## config.mk

```make
export PLATFORM = sky130hd
export DESIGN_NAME = pprl_io
export DESIGN_NICKNAME = d
export VERILOG_FILES = /design/src/rtl/pprl_pkg.sv /design/src/rtl/pprl_io.sv
export SDC_FILE = /design/constraint.sdc
export NUM_CORES = 1
export LEC_CHECK = 0
export ABC_AREA = 1
export BUFFER_PORTS_ARGS = -buffer_cell sky130_fd_sc_hd__buf_2
export CAP_MARGIN = 5
export CORE_ASPECT_RATIO = 0.5
export CORE_MARGIN = 2
export CORE_UTILIZATION = 65
export DETAILED_ROUTE_END_ITERATION = 8
export PLACE_DENSITY = 0.86
export SLEW_MARGIN = 20
export SYNTH_ARGS = -nofsm -noshare
export SYNTH_HDL_FRONTEND = slang
export SYNTH_SLANG_ARGS = --single-unit
```

## constraint.sdc

```tcl
create_clock -name clock -period 3.51 [get_ports clock]
set_input_delay 0.8775 -clock clock [delete_from_list [all_inputs] [get_ports clock]]
set_output_delay 0.8775 -clock clock [all_outputs]
set_load 0.005 [all_outputs]
```

## src/rtl/pprl_pkg.sv

```systemverilog
// shared types, codes and helpers of the paged program rom with loader
package pprl_pkg;

   // fixed geometry
   localparam int unsigned BYTES_PER_PAGE = 256;
   localparam int unsigned ADDR_W         = 12;
   localparam int unsigned LOAD_W         = 13;
   localparam int unsigned CFG_W          = 5;

   // request function codes
   localparam logic [2:0] FUNC_READ_BYTE  = 3'd0;
   localparam logic [2:0] FUNC_WRITE_BYTE = 3'd1;
   localparam logic [2:0] FUNC_LOAD       = 3'd2;
   localparam logic [2:0] FUNC_CLEAR      = 3'd3;
   localparam logic [2:0] FUNC_READ_IO    = 3'd4;
   localparam logic [2:0] FUNC_WRITE_IO   = 3'd5;

   // result status codes
   localparam logic [1:0] STATUS_OK   = 2'd0;
   localparam logic [1:0] STATUS_ADDR = 2'd1;
   localparam logic [1:0] STATUS_PAGE = 2'd2;

   // opcode decode constants
   localparam logic [7:0] MASK_HI  = 8'hF0;
   localparam logic [7:0] MASK_FIM = 8'hF1;
   localparam logic [7:0] OPC_JCN  = 8'h10;
   localparam logic [7:0] OPC_FIM  = 8'h20;
   localparam logic [7:0] OPC_JUN  = 8'h40;
   localparam logic [7:0] OPC_JMS  = 8'h50;
   localparam logic [7:0] OPC_ISZ  = 8'h70;
   localparam logic [7:0] OPC_NOP  = 8'h00;

   localparam logic [7:0]        PAGE_LAST_BYTE = 8'hFF;
   localparam logic [LOAD_W-1:0] LOAD_ADDR_MAX  = 13'h1FFF;
   localparam logic [CFG_W-1:0]  PAGES_RESET    = 5'd16;

   typedef struct packed {
      logic [2:0]  func;
      logic [11:0] address;
      logic [3:0]  page;
      logic [7:0]  value;
      logic        first_of_load;
   } pprl_req_type;

   typedef struct packed {
      logic [7:0] read_data;
      logic [1:0] status;
      logic       nop_inserted;
   } pprl_rsp_type;

   // single port access to the byte memory
   typedef struct packed {
      logic              wr_en;
      logic              rd_en;
      logic [ADDR_W-1:0] addr;
      logic [7:0]        data;
   } pprl_mem_cmd_type;

   // access to the io nibble file
   typedef struct packed {
      logic       wr_en;
      logic       clear;
      logic [3:0] page;
      logic [3:0] data;
   } pprl_io_cmd_type;

   // opcodes that carry a second byte
   function automatic logic is_two_byte(input logic [7:0] c);
      return ((c & MASK_HI) == OPC_JCN) || ((c & MASK_FIM) == OPC_FIM) ||
             ((c & MASK_HI) == OPC_JUN) || ((c & MASK_HI) == OPC_JMS) ||
             ((c & MASK_HI) == OPC_ISZ);
   endfunction

   // load address step, held at the top
   function automatic logic [LOAD_W-1:0] inc_sat(input logic [LOAD_W-1:0] a);
      return (a == LOAD_ADDR_MAX) ? a : a + 13'd1;
   endfunction

endpackage

```

## src/rtl/pprl_io.sv

```systemverilog
// io nibble register file, one nibble per page
module pprl_io #(
   parameter int unsigned MAX_PAGES = 16
) (
   input  logic                     clock,
   input  logic                     reset,
   input  pprl_pkg::pprl_io_cmd_type io_cmd,
   output logic [3:0]               rd_data
);
   import pprl_pkg::*;

   localparam int unsigned PAGE_IW = (MAX_PAGES > 1) ? $clog2(MAX_PAGES) : 1;

   logic [3:0] nib_ff [MAX_PAGES];

   // clear and write
   always_ff @(posedge clock) begin
      if (reset || io_cmd.clear) begin
         for (int i = 0; i < MAX_PAGES; i++) begin
            nib_ff[i] <= 4'd0;
         end
      end else if (io_cmd.wr_en) begin
         nib_ff[io_cmd.page[PAGE_IW-1:0]] <= io_cmd.data;
      end
   end

   // read is only used when the page is in range
   assign rd_data = nib_ff[io_cmd.page[PAGE_IW-1:0]];

endmodule

```

# == Word level (Yosys, flattened, before mapping) ==
# Memory sizes are Yosys's and may differ from the RTL's.
# Cells that the tools add are included.
# op_classes
muxes,8
n_reduce_logical,2
# ops
cell,count
$mux 4,2
$mux 1,6
$reduce_or 4->1,1
$logic_or 1x1->1,1
# totals
register_bits,0
mem_bits_rw,64
input_bits,12
out_inout_bits,4
elab_cells,11
n_memories,1
# memory_table
memory,depth,width,read_ports,rd_ports_with_merged_regs,write_ports,line_no,text
nib_ff,16,4,1,0,16,pprl_io.sv:14,logic [3:0] nib_ff [MAX_PAGES];

# == Logic depth before layout (Yosys ltp) ==
# logic_depth
depth_word,5
mapped_depth,11
depth_no_buf,9

# == Worst setup path before layout ==
# No wires, ideal clock.
# synth_timing
path_type,in2out
startpoint,input io_cmd[5] in the netlist's numbering
endpoint,output rd_data[1]
arrival_time_ps,1688
t_required_ps,2633
setup_slack_ps,944
stages,9
path_buffers,2
path_cell_list,buf_2 inv_2 buf_2 nand2_1 nand2_1 nand2_1 nand2_1 inv_1 nand2_1
# synth_between
elab_chain_len,1
# synth_rtl
item,line_no,text
"start, declared",pprl_io.sv:7,"input pprl_pkg::pprl_io_cmd_type io_cmd,"
$mem_v2 16x4,--,
"end, declared",pprl_io.sv:8,output logic [3:0] rd_data
# No other way between the ends.

# == Worst setup path after layout ==
# layout_timing
startpoint,input io_cmd[4] in the netlist's numbering
endpoint,output rd_data[2]
# The elaborated chain is that of the path after synthesis.

==> results.cfg <==
[sta]
fin_tns_setup_ps = 0
setup_viol = 0
timing.slew.headroom_pct = 53.3
rsz0062_at_grt = false
max_freq_ghz = 0.330
period_needed_ps = 3030
fin_crit_sh_pct = 86.2
slew_violations = 0
hold_viol = 0
worst_pin_slew_ps = 700

[layout]
finalNetCount = 399
regMostFlops = nib_ff
drive_gt1_share_pct = 9.95
reg_top3 = nib_ff x64
largest_reg_flops = 64
final_util_pct = 76.4
num_antenna_cells = 0
syn2layout_area_growth_pct = 9.50
postLayoutCellArea_um2 = 3460

[route]
dr.pass1.iters = 6
drtAntennaViolNets = 0
drcViolationCount = 0
vias = 2499
first_iter_violations = 257
drt-vias-per-instance = 5.46
routed_wl_um = 6900
wl_per_cell_um = 15.1

[power]
p_leak_nw = 1.63
vdd_drop_max_mv = 0.364
powerDensity_nw_per_um2 = 492

[floorplan]
core-area_um2 = 4530
io_pins = 16
die_x_um = 103
die_h_um = 53.3
start_util_pct = 69.8
rows = 17
die_area_um2 = 5470

[worst_setup_path]
cp_data_required_time_ps = 2630
start_kind = input port
crit_path_end_kind = output port
cp_max_fo = 34
cp_data_arrival_time_ps = 2150
crit_type = in2out

[global_routing]
grt_pass1_wl_um = 11000
grtUsageTotal_pct = 29.4
grt_start_max_net_pins = 35
overflow = 0
antenna_found_initial = 0
grt_pass1_vias = 2311

[clock_tree]
cts.htree.levels = 3
cts_buffers = 9
path_clk_slew_ps = 70
cts_buffer_depth = 2
cts_hold_buf = 0
clock_sinks = 64
root_buffer = clkbuf_8
cts_resized = 0
postCtsSetupBuffers = 0
tritoncts = done

[logic_synthesis]
synth_edf_count = 64
yosys-top-cells-count = 205 x nand2_1, 67 x nor2_1, 64 x edfxtp_1, 15 x inv_1
yosysTopAreaCellShare_pct = 60.8
syn_inst = 374
avgSynthCellArea_um2 = 8.45
synth_most_common_cell = nand2_1
yosysTopAreaCell = edfxtp_1
synth_top_flop_cell = edfxtp_1
syn-cell-area_um2 = 3160
ys_types = 13
yosysWarnings = 0
yosysSeqAreaShare_pct = 60.8
synth_area_leaders = edfxtp_1 61%, nand2_1 24%, nor2_1 8.0%, inv_1 1.8%, nor3_4 1.0%
syn_nets = 386
synth-seq-cells = 64
synthArstFlopShare_pct = 0

[min_path]
holdPathStages = 4
hold_class = in2reg
min_to = nib_ff[9][1]$_SDFFCE_PN0P_
hp-start = io_cmd[6]

[placed_design]
place_area_um2 = 3250
numPortBuffers = 15
gp_congestion = 0.879
dp_hpwl_um = 4590

[status]
run_status = complete, no violations

[job]
maxCapViolCount = 0
-- per-layer routing --
metal,vias up,track usage [%],part of all wire (%)
met5,-,0,0
met4,0,10.4,1.6
met3,14,10.8,13
met2,180,45.4,44
met1,1111,38.7,41
li1,1194,-,-
-- worst max-delay path by stage --
stage / start / cells after the start / endpoint / slack [ps]
3_5_place_dp: io_cmd[4] / 11 / rd_data[1] / 490
3_3_place_gp: io_cmd[4] / 11 / rd_data[1] / 560
6_report: io_cmd[4] / 11 / rd_data[2] / 480
2_1_floorplan: io_cmd[5] / 9 / rd_data[1] / 940
5_1_grt: io_cmd[4] / 11 / rd_data[1] / 330
4_1_cts: io_cmd[4] / 11 / rd_data[2] / 480
-- area by class of cell --
cell class / count / area (um2)
Sequential cell: 64 / 1920
Timing Repair Buffer: 17 / 90.1
Clock buffer: 11 / 131
Multi-Input combinational cell: 278 / 1090
Fill cell: 318 / 1070
Tap cell: 66 / 82.6
Clock inverter: 5 / 81.3
Inverter: 17 / 63.8
-- cell usage in the layout (no fill, tap or decap) --
| master | Yosys | layout |
|---|---|---|
| nand2_1 | 205 | 205 |
| clkinv_2 | 0 | 1 |
| inv_2 | 2 | 2 |
| bufinv_16 | 0 | 2 |
| buf_4 | 4 | 2 |
| nand2_2 | 1 | 1 |
| clkbuf_1 | 5 | 2 |
| nor2_4 | 1 | 1 |
| clkinvlp_4 | 0 | 1 |
| clkinv_4 | 0 | 1 |
| edfxtp_1 | 64 | 64 |
| nor2_1 | 67 | 67 |
| clkbuf_8 | 0 | 9 |
| nor3_2 | 2 | 2 |
| nor3_4 | 2 | 2 |
| inv_1 | 15 | 15 |
| buf_2 | 5 | 15 |
-- critical path: stages --
cell and delay (ps):
buf_2 110, inv_2 430, nand2_1 150, nand2_1 120, nand2_1 50, nand2_1 90, nand2_1 60, nand2_1 70
inv_1 30, nand2_1 50, buf_2 100
-- power by group --
group	leakage (nW)	internal [W]	switching (W)
registers	0.697	0.000880	0.0000136
clock network	0.104	0.000400	0.000274
logic	0.833	0.0000357	0.000101
total	1.63	0.00132	0.000389
-- per-stage QoR --
| stage | hold WS, ps | cells | setup slack [ps] | total power [W] |
|---|---|---|---|---|
| after floorplan | 1150 | 374 | 944 | 0.00100 |
| after detailed placement | 1510 | 442 | 494 | 0.00104 |
| after CTS | 1150 | 458 | 480 | 0.00171 |
| final | 1170 | 458 | 483 | 0.00170 |
| after global routing | 1190 | 458 | 334 | 0.00176 |
| after global placement | 1500 | 442 | 559 | 0.00104 |
-- cell families after synthesis --
logic type	synth area share, %
buffers and inverters	4.71
DFF	60.8
and+or+nand+nor	34.5
(Power assumes the default switching activity.)
