File: src/rtl/pprl_pkg.sv
// shared types, codes and helpers of the paged program rom with loader
package pprl_pkg;

   // fixed geometry
   localparam int unsigned BYTES_PER_PAGE = 256;
   localparam int unsigned ADDR_W         = 12;
   localparam int unsigned LOAD_W         = 13;
   localparam int unsigned CFG_W          = 5;

   // request function codes
   localparam logic [2:0] FUNC_READ_BYTE  = 3'd0;
   localparam logic [2:0] FUNC_WRITE_BYTE = 3'd1;
   localparam logic [2:0] FUNC_LOAD       = 3'd2;
   localparam logic [2:0] FUNC_CLEAR      = 3'd3;
   localparam logic [2:0] FUNC_READ_IO    = 3'd4;
   localparam logic [2:0] FUNC_WRITE_IO   = 3'd5;

   // result status codes
   localparam logic [1:0] STATUS_OK   = 2'd0;
   localparam logic [1:0] STATUS_ADDR = 2'd1;
   localparam logic [1:0] STATUS_PAGE = 2'd2;

   // opcode decode constants
   localparam logic [7:0] MASK_HI  = 8'hF0;
   localparam logic [7:0] MASK_FIM = 8'hF1;
   localparam logic [7:0] OPC_JCN  = 8'h10;
   localparam logic [7:0] OPC_FIM  = 8'h20;
   localparam logic [7:0] OPC_JUN  = 8'h40;
   localparam logic [7:0] OPC_JMS  = 8'h50;
   localparam logic [7:0] OPC_ISZ  = 8'h70;
   localparam logic [7:0] OPC_NOP  = 8'h00;

   localparam logic [7:0]        PAGE_LAST_BYTE = 8'hFF;
   localparam logic [LOAD_W-1:0] LOAD_ADDR_MAX  = 13'h1FFF;
   localparam logic [CFG_W-1:0]  PAGES_RESET    = 5'd16;

   typedef struct packed {
      logic [2:0]  func;
      logic [11:0] address;
      logic [3:0]  page;
      logic [7:0]  value;
      logic        first_of_load;
   } pprl_req_type;

   typedef struct packed {
      logic [7:0] read_data;
      logic [1:0] status;
      logic       nop_inserted;
   } pprl_rsp_type;

   // single port access to the byte memory
   typedef struct packed {
      logic              wr_en;
      logic              rd_en;
      logic [ADDR_W-1:0] addr;
      logic [7:0]        data;
   } pprl_mem_cmd_type;

   // access to the io nibble file
   typedef struct packed {
      logic       wr_en;
      logic       clear;
      logic [3:0] page;
      logic [3:0] data;
   } pprl_io_cmd_type;

   // opcodes that carry a second byte
   function automatic logic is_two_byte(input logic [7:0] c);
      return ((c & MASK_HI) == OPC_JCN) || ((c & MASK_FIM) == OPC_FIM) ||
             ((c & MASK_HI) == OPC_JUN) || ((c & MASK_HI) == OPC_JMS) ||
             ((c & MASK_HI) == OPC_ISZ);
   endfunction

   // load address step, held at the top
   function automatic logic [LOAD_W-1:0] inc_sat(input logic [LOAD_W-1:0] a);
      return (a == LOAD_ADDR_MAX) ? a : a + 13'd1;
   endfunction

endpackage

File: src/rtl/pprl_seq.sv
// request sequencer: decode, loader, clearing sweep and result register
module pprl_seq #(
   parameter int unsigned MAX_PAGES = 16
) (
   input  logic                       clock,
   input  logic                       reset,
   input  logic [pprl_pkg::CFG_W-1:0] pages_in_use,
   input  logic                       req_valid,
   output logic                       req_ready,
   input  pprl_pkg::pprl_req_type     req_data,
   output logic                       rsp_valid,
   input  logic                       rsp_ready,
   output pprl_pkg::pprl_rsp_type     rsp_data,
   output pprl_pkg::pprl_mem_cmd_type mem_cmd,
   input  logic [7:0]                 mem_rd_data,
   output pprl_pkg::pprl_io_cmd_type  io_cmd,
   input  logic [3:0]                 io_rd_data
);
   import pprl_pkg::*;

   localparam int unsigned ROM_DEPTH = MAX_PAGES * BYTES_PER_PAGE;
   localparam int unsigned ROM_AW    = $clog2(ROM_DEPTH);
   localparam logic [ROM_AW-1:0] SWEEP_LAST  = ROM_AW'(ROM_DEPTH - 1);
   localparam logic [CFG_W-1:0]  MAX_PAGES_C = CFG_W'(MAX_PAGES);

   typedef enum logic [4:0] {
      ST_INIT  = 5'b00001,
      ST_IDLE  = 5'b00010,
      ST_LOAD2 = 5'b00100,
      ST_CLEAR = 5'b01000,
      ST_DONE  = 5'b10000
   } state_type;

   state_type          state_ff, state_in;
   logic [ROM_AW-1:0]  sweep_ff, sweep_in;
   logic [LOAD_W-1:0]  load_addr_ff, load_addr_in;
   logic               expect_op_ff, expect_op_in;
   logic               rsp_valid_ff, rsp_valid_in;
   pprl_rsp_type       rsp_ff, rsp_in;
   pprl_rsp_type       res_ff, res_in;
   logic               rd_sel_ff, rd_sel_in;
   logic [7:0]         value_ff, value_in;

   logic [CFG_W-1:0]   active;
   logic               addr_ok, page_ok, la0_ok, la_ok;
   logic [LOAD_W-1:0]  la0;
   logic               exp0, two, pad;

   // range checks against the pages in use
   always_comb begin
      active  = (pages_in_use > MAX_PAGES_C) ? MAX_PAGES_C : pages_in_use;
      addr_ok = {1'b0, req_data.address[11:8]} < active;
      page_ok = {1'b0, req_data.page} < active;
      la0     = req_data.first_of_load ? '0 : load_addr_ff;
      exp0    = req_data.first_of_load ? 1'b0 : expect_op_ff;
      la0_ok  = la0[12:8] < active;
      la_ok   = load_addr_ff[12:8] < active;
      two     = !exp0 && is_two_byte(req_data.value);
      pad     = two && (la0[7:0] == PAGE_LAST_BYTE);
   end

   // next state
   always_comb begin
      state_in     = state_ff;
      sweep_in     = sweep_ff;
      load_addr_in = load_addr_ff;
      expect_op_in = expect_op_ff;
      res_in       = res_ff;
      rd_sel_in    = rd_sel_ff;
      value_in     = value_ff;
      rsp_in       = rsp_ff;
      rsp_valid_in = rsp_valid_ff && !rsp_ready;
      mem_cmd      = '0;
      io_cmd       = '0;
      io_cmd.page  = req_data.page;
      io_cmd.data  = req_data.value[3:0];
      req_ready    = (state_ff == ST_IDLE);

      unique case (state_ff) inside
         ST_INIT, ST_CLEAR: begin
            mem_cmd.wr_en = 1'b1;
            mem_cmd.addr  = ADDR_W'(sweep_ff);
            mem_cmd.data  = 8'd0;
            sweep_in      = sweep_ff + 1'b1;
            if (sweep_ff == SWEEP_LAST) begin
               sweep_in = '0;
               state_in = (state_ff == ST_CLEAR) ? ST_DONE : ST_IDLE;
            end
         end
         ST_IDLE: begin
            if (req_valid) begin
               res_in    = '0;
               rd_sel_in = 1'b0;
               state_in  = ST_DONE;
               case (req_data.func)
                  FUNC_READ_BYTE: begin
                     mem_cmd.rd_en = addr_ok;
                     mem_cmd.addr  = req_data.address;
                     rd_sel_in     = addr_ok;
                     if (!addr_ok) res_in.status = STATUS_ADDR;
                  end
                  FUNC_WRITE_BYTE: begin
                     mem_cmd.wr_en = addr_ok;
                     mem_cmd.addr  = req_data.address;
                     mem_cmd.data  = req_data.value;
                     if (!addr_ok) res_in.status = STATUS_ADDR;
                  end
                  FUNC_LOAD: begin
                     mem_cmd.wr_en = la0_ok;
                     mem_cmd.addr  = la0[ADDR_W-1:0];
                     mem_cmd.data  = pad ? OPC_NOP : req_data.value;
                     load_addr_in  = inc_sat(la0);
                     expect_op_in  = two;
                     value_in      = req_data.value;
                     if (!la0_ok) res_in.status = STATUS_ADDR;
                     if (pad) begin
                        res_in.nop_inserted = 1'b1;
                        state_in            = ST_LOAD2;
                     end
                  end
                  FUNC_CLEAR: begin
                     io_cmd.clear = 1'b1;
                     sweep_in     = '0;
                     state_in     = ST_CLEAR;
                  end
                  FUNC_READ_IO: begin
                     if (page_ok) res_in.read_data = {4'd0, io_rd_data};
                     else         res_in.status    = STATUS_PAGE;
                  end
                  FUNC_WRITE_IO: begin
                     io_cmd.wr_en = page_ok;
                     if (!page_ok) res_in.status = STATUS_PAGE;
                  end
                  default: ;
               endcase
            end
         end
         // opcode after the padding nop
         ST_LOAD2: begin
            mem_cmd.wr_en = la_ok;
            mem_cmd.addr  = load_addr_ff[ADDR_W-1:0];
            mem_cmd.data  = value_ff;
            load_addr_in  = inc_sat(load_addr_ff);
            if (!la_ok) res_in.status = STATUS_ADDR;
            state_in = ST_DONE;
         end
         // hand the result over once the output register is free
         ST_DONE: begin
            if (!rsp_valid_ff || rsp_ready) begin
               rsp_valid_in = 1'b1;
               rsp_in       = res_ff;
               if (rd_sel_ff) rsp_in.read_data = mem_rd_data;
               state_in     = ST_IDLE;
            end
         end
         default: state_in = ST_IDLE;
      endcase
   end

   // control registers
   always_ff @(posedge clock) begin
      if (reset) begin
         state_ff     <= ST_INIT;
         sweep_ff     <= '0;
         load_addr_ff <= '0;
         expect_op_ff <= 1'b0;
         rsp_valid_ff <= 1'b0;
      end else begin
         state_ff     <= state_in;
         sweep_ff     <= sweep_in;
         load_addr_ff <= load_addr_in;
         expect_op_ff <= expect_op_in;
         rsp_valid_ff <= rsp_valid_in;
      end
   end

   // payload registers
   always_ff @(posedge clock) begin
      res_ff    <= res_in;
      rd_sel_ff <= rd_sel_in;
      value_ff  <= value_in;
      rsp_ff    <= rsp_in;
   end

   assign rsp_valid = rsp_valid_ff;
   assign rsp_data  = rsp_ff;

endmodule

File: config.mk
export PLATFORM = sky130hd
export DESIGN_NAME = pprl_seq
export DESIGN_NICKNAME = d
export VERILOG_FILES = /design/src/rtl/pprl_pkg.sv /design/src/rtl/pprl_seq.sv
export SDC_FILE = /design/constraint.sdc
export NUM_CORES = 1
export LEC_CHECK = 0
export BUFFER_PORTS_ARGS = -buffer_cell sky130_fd_sc_hd__buf_2
export CELL_PAD_IN_SITES_DETAIL_PLACEMENT = 1
export CELL_PAD_IN_SITES_GLOBAL_PLACEMENT = 1
export CORE_MARGIN = 2
export CORE_UTILIZATION = 42
export CTS_BUF_LIST = sky130_fd_sc_hd__clkbuf_2 sky130_fd_sc_hd__clkbuf_4 sky130_fd_sc_hd__clkbuf_8
export DETAILED_ROUTE_END_ITERATION = 10
export PLACE_DENSITY = 0.89
export SLEW_MARGIN = 40
export SYNTH_ARGS = -nofsm -noshare
export SYNTH_HDL_FRONTEND = slang
export SYNTH_SLANG_ARGS = --single-unit
File: constraint.sdc
create_clock -name clock -period 2.58 [get_ports clock]
set_input_delay 0.129 -clock clock [delete_from_list [all_inputs] [get_ports clock]]
set_output_delay 0.129 -clock clock [all_outputs]
set_load 0.005 [all_outputs]
After elaboration in Yosys (flattened, before gate mapping)
Cells that the tools add are included.
{"block": "classes", "n_shift": 0, "eq_ne": 26, "reduce_logical": 25, "addsub": 3, "div_mod_pow": 0, "multipliers": 0, "n_bitwise": 0, "n_lt_le_gt_ge": 5, "muxes": 44}
{"op": "$mux W13", "n": 5}
{"op": "$pmux W20 S3", "n": 1}
{"op": "$pmux W12 S2", "n": 2}
{"op": "$mux W12", "n": 3}
{"op": "$mux W5", "n": 6}
{"op": "$add A13 B1 Y13 const B", "n": 2}
{"op": "$eq A13 B13 Y1 const B", "n": 2}
{"op": "$pmux W13 S2", "n": 1}
{"op": "$mux W22", "n": 1}
{"op": "$pmux W5 S4", "n": 1}
{"op": "$mux W8", "n": 2}
{"op": "$pmux W8 S2", "n": 1}
{"op": "$add A12 B1 Y12 const B", "n": 1}
{"op": "$eq A12 B12 Y1 const B", "n": 1}
{"op": "$eq A4 B3 Y1 const B", "n": 3}
{"op": "$reduce_and A3 Y1", "n": 4}
{"op": "$mux W1", "n": 11}
{"op": "$eq A5 B3 Y1 const B", "n": 2}
{"op": "$lt A4 B5 Y1", "n": 2}
{"op": "$lt A5 B5 Y1", "n": 2}
{"op": "$pmux W5 S2", "n": 1}
{"op": "$eq A8 B8 Y1 const B", "n": 1}
{"op": "$mux W2", "n": 4}
{"op": "$ne A2 B2 Y1 const B", "n": 4}
{"op": "other kinds (23)", "n": 40}
{"block": "totals", "latchBits": 0, "input_bits": 49, "regBits": 59, "romBits": 0, "mem_bits_rw": 0, "mem_count": 0}

Longest topological paths before layout
{"block": "logic_depth", "depth_word": 11, "ltp_mapped": 9}

Least setup slack after synthesis
No wires, ideal clock.
{"block": "synth_timing", "path_kind": "register to register", "from": "register load_addr_ff[0]", "to": "register load_addr_ff[4]", "stages_incl_launch_ff": 9, "t_arrival_ns": 1.861, "setup_time_ns": 0.119, "setup_slack_ns": 0.600, "cell_sequence": "dfxtp_1 -> nor2b_1 -> ha_1 -> and4b_1 -> and4_1 -> clkbuf_1 -> or4b_1 -> a31oi_1 -> o21ai_1"}
{"block": "synth_between", "elab_chain_len": 6, "word_cells_on_any_way": 12, "cone_classes": "add/sub (2); eq/ne (3); mux (6); reduce/logical (1)"}
{"item": "start, declared", "line_no": "pprl_seq.sv:36", "source": "logic [LOAD_W-1:0] load_addr_ff, load_addr_in;"}
{"item": "start signal, assigned", "line_no": "pprl_seq.sv:171", "source": "load_addr_ff <= load_addr_in;"}
{"item": "$mux W13", "line_no": "pprl_seq.sv:54", "source": "la0 = req_data.first_of_load ? '0 : load_addr_ff;"}
{"item": "$add A13 B1 Y13 or $eq A13 B13 Y1 (tied branches)", "line_no": "pprl_pkg.sv:76", "source": "return (a == LOAD_ADDR_MAX) ? a : a + 13'd1;"}
{"item": "$mux W13", "line_no": "pprl_pkg.sv:76"}
{"item": "$mux W13", "line_no": "pprl_seq.sv:95", "source": "case (req_data.func)"}
{"item": "$mux W13", "line_no": "pprl_seq.sv:91", "source": "if (req_valid) begin"}
{"item": "$pmux W13 S2", "line_no": "pprl_seq.sv:79", "source": "unique case (state_ff) inside"}
Parallel ways exist; a longest one is shown, timed or not. The select of a mux whose other input is x is not followed.
A chain may end at the register's enable or synchronous reset.

==> metrics.yaml <==
logic_synthesis:
  synthMuxAreaShare_pct: 1.98
  synth_xor_xnor_area_share_pct: 2.96
  synth_cell_type_count: 64
  ys_warn_count: 0
  synthAdderAreaFrac_pct: 5.53
  synthCells: 427
  synth-compound-area-share_pct: 20.4
  synth-edff-count: 27
  avgSynthCellArea_um2: 9.01
  synth-simple-area-share_pct: 25.0
  synth_top_family_by_area: "simple AND/OR/NAND/NOR gates"
  synthArstFlopShare_pct: 0
  synth_flop_cell: "dfxtp_1"
  syn-cell-area_um2: 3850
  ys_ff_latch: 59
  synth_fp_nets: 493
  yosysSeqAreaShare_pct: 37.7
cts:
  cts-root-buf: "clkbuf_8"
  cts_inserted_buffers: 9
  cts_buffer_depth: 2
  cts_tree: "done"
  clkTransAtPathRegs_ns: 0.07
  worstSkewPairLatency_ns: 0.34
  cts.sinks: 59
  h-tree-depth: 3
sta:
  fin_ws_ns: 0.132
  worstMarginPinSlew_ns: 0.598
  period_needed_ns: 2.45
  final-max-slew-violation-count: 0
  rsz0062_at_grt: "no"
  fmax_mhz: 408
  clock_skew_ns: 0.0149
  setup_viol: 0
  setup_tns_ns: 0
  hold_viol: 0
  slew_headroom_pct: 60.0
  final.period_utilization_pct: 94.9
  fin_hold_ws_ns: 0.0174
floorplanning:
  rows: 34
  initial_utilization_pct: 43.7
  ios: 94
  die_area_um2: 9950
  die_y_um: 99.7
  fp.dieW_um: 99.7
  fp.coreArea_um2: 8810
critical_path:
  critPathMaxStageDelay_ns: 0.38
  end_kind: "output port"
  critPathRequiredTime_ns: 2.45
  path_cells: "nor2b_2 -> ha_2 -> nand2b_1 -> nor3_2 -> a31oi_1 -> mux2_4 -> a32o_1 -> buf_2"
  worst_setup_path_start_kind: "flip-flop"
  path_class: "reg -> out"
  critPathSlowestCell: "dfxtp_4"
  worst-path-max-fanout: 8
  cp.arrival_ns: 2.32
final_layout:
  multi_input_area_um2: 2180
  drive_above_1_share_pct: 28.8
  num-nets-final: 588
  n_fill_cell: 1056
  seq_area_um2: 1460
  final_common_cell: "buf_2"
  finish.utilization_pct: 53.4
  layout_common_cells: "93 x buf_2, 34 x nor2_1, 30 x dfxtp_1"
  area_growth_pct: 22.1
  antenna_cells: 0
drt:
  ant_nets: 0
  routed_wl_um: 12900
  drc_errors: 0
  viasPerCell: 6.14
  routedWlPerCell_um: 20.3
  first_pass_iters: 5
  vias: 3899
  drt-initial-drc-count: 330
placed_design:
  port_buffers: 93
  place_hpwl_um: 9680
  routabilityCongestion: 0.930
  preCtsSetupSlack_ns: 0.310
power:
  ir_worst_vdd_v: 0.000220
  p_int_mw: 1.57
  switching_share_pct: 28.4
  power_density_nw_per_um2: 465
  power_frac_seq_pct: 46.5
  clkPwrFrac_pct: 39.0
  pwr-share-comb_pct: 14.5
  leakagePower_nw: 1.93
  p_switching_mw: 0.621
job:
  maxCapViolCount: 0
grt:
  antenna_found_initial: 0
  grt_pass1_vias: 3941
  grt_max_degree: 23
  grt_pass1_wl_um: 20200
  gr-total-overflow: 0
  grt_use_total_pct: 25.7
worst_hold_path:
  hp-class: "in -> reg"
outcome:
  outcome: "complete, no violations"
==> worst paths after layout <==
kind / cells after the start / to / slack, ns / start
min reg2reg: 0 / rsp_data[2] / 0.44 / res_ff[2]
min: 1 / value_ff[0] / 0.02 / req_data[1]
max reg2reg: 8 / load_addr_ff[4] / 0.40 / load_addr_ff[1]
max: 8 / mem_cmd[2] / 0.13 / load_addr_ff[1]
==> power groups by stage <==
stage               clock (mW)  combinational [mW]  sequential (mW)
floorplan                    0               0.186             1.03
global placement             0               0.290             1.04
detailed placement           0               0.308             1.04
CTS                      0.857               0.315             1.02
global route             0.893               0.347             1.02
finish                   0.852               0.318             1.02
==> sequential cells by signal, summed over array words and instances, names as in the netlist <==
name          count
rsp_valid         1
expect_op_ff      1
load_addr_ff     13
rd_sel_ff         1
res_ff            7
value_ff          8
sweep_ff         12
state_ff          5
rsp_data         11
==> cell type report <==
class	count	share of cell area, %
sequential	59	31.0
timing repair buffer	117	13.9
clock buffer	9	2.64
inverter	22	1.76
clock inverter	7	1.44
tap	108	2.88
multi-input combinational	313	46.4
==> worst max-delay path: cells and delay by family (launching register included) <==
family / cells / cell delay (ns)
and+or+nand+nor: 3 / 0.50
AOI/OAI and AO/OA: 2 / 0.42
DFF: 1 / 0.38
muxes: 1 / 0.33
adders and majority gates: 1 / 0.22
buffers and inverters: 1 / 0.13
==> per-layer routing <==
metal | GRT usage, % | wire [µm] | up-vias
met5 | 0 | 0 | -
met4 | 9.69 | 190 | 0
met3 | 3.72 | 763 | 22
met2 | 45.0 | 6440 | 171
met1 | 32.0 | 5470 | 1893
li1 | - | - | 1813
==> per-stage QoR <==
step	area (µm²)	power (mW)	std cells
after floorplan	3850	1.21	427
after global placement	4440	1.33	615
after detailed placement	4440	1.35	615
after CTS	4670	2.19	634
after global routing	4700	2.26	635
final	4700	2.19	635
==> kinds of logic after synthesis <==
logic type	Yosys count
buffers and inverters	55
adder cells (fa/ha/maj)	17
flip-flops	59
multiplexers	7
XOR/XNOR	13
AND/OR/NAND/NOR	168
AO/OA/AOI/OAI	108
==> what timing repair did <==
item                                   4_1_cts  5_1_grt
setup endpoints to repair                    9        9
pin swaps                                    0        2
hold buffers                                 3        0
resized for setup                            4        8
buffers inserted                             0        1
endpoints found under the hold margin        3        0
==> synthesized netlist by cell type, drive strengths merged (6+ instances only) <==
library cell | number | area share [%]
inv | 21 | 2.0
edfxtp | 27 | 21
nor4 | 7 | 1.1
o21ai | 18 | 2.3
buf | 16 | 2.7
nand3 | 15 | 2.3
a32o | 8 | 2.1
nor2 | 35 | 3.4
dfxtp | 32 | 17
a21oi | 20 | 2.6
ha | 17 | 5.5
nor2b | 13 | 2.1
nand4 | 9 | 1.9
a211oi | 11 | 2.1
clkbuf | 17 | 1.7
a222oi | 12 | 3.1
nor3 | 10 | 1.3
nand2 | 27 | 2.6
xnor2 | 11 | 2.5
a31oi | 6 | 0.98
and2 | 11 | 1.8
(Power assumes the default switching activity.)
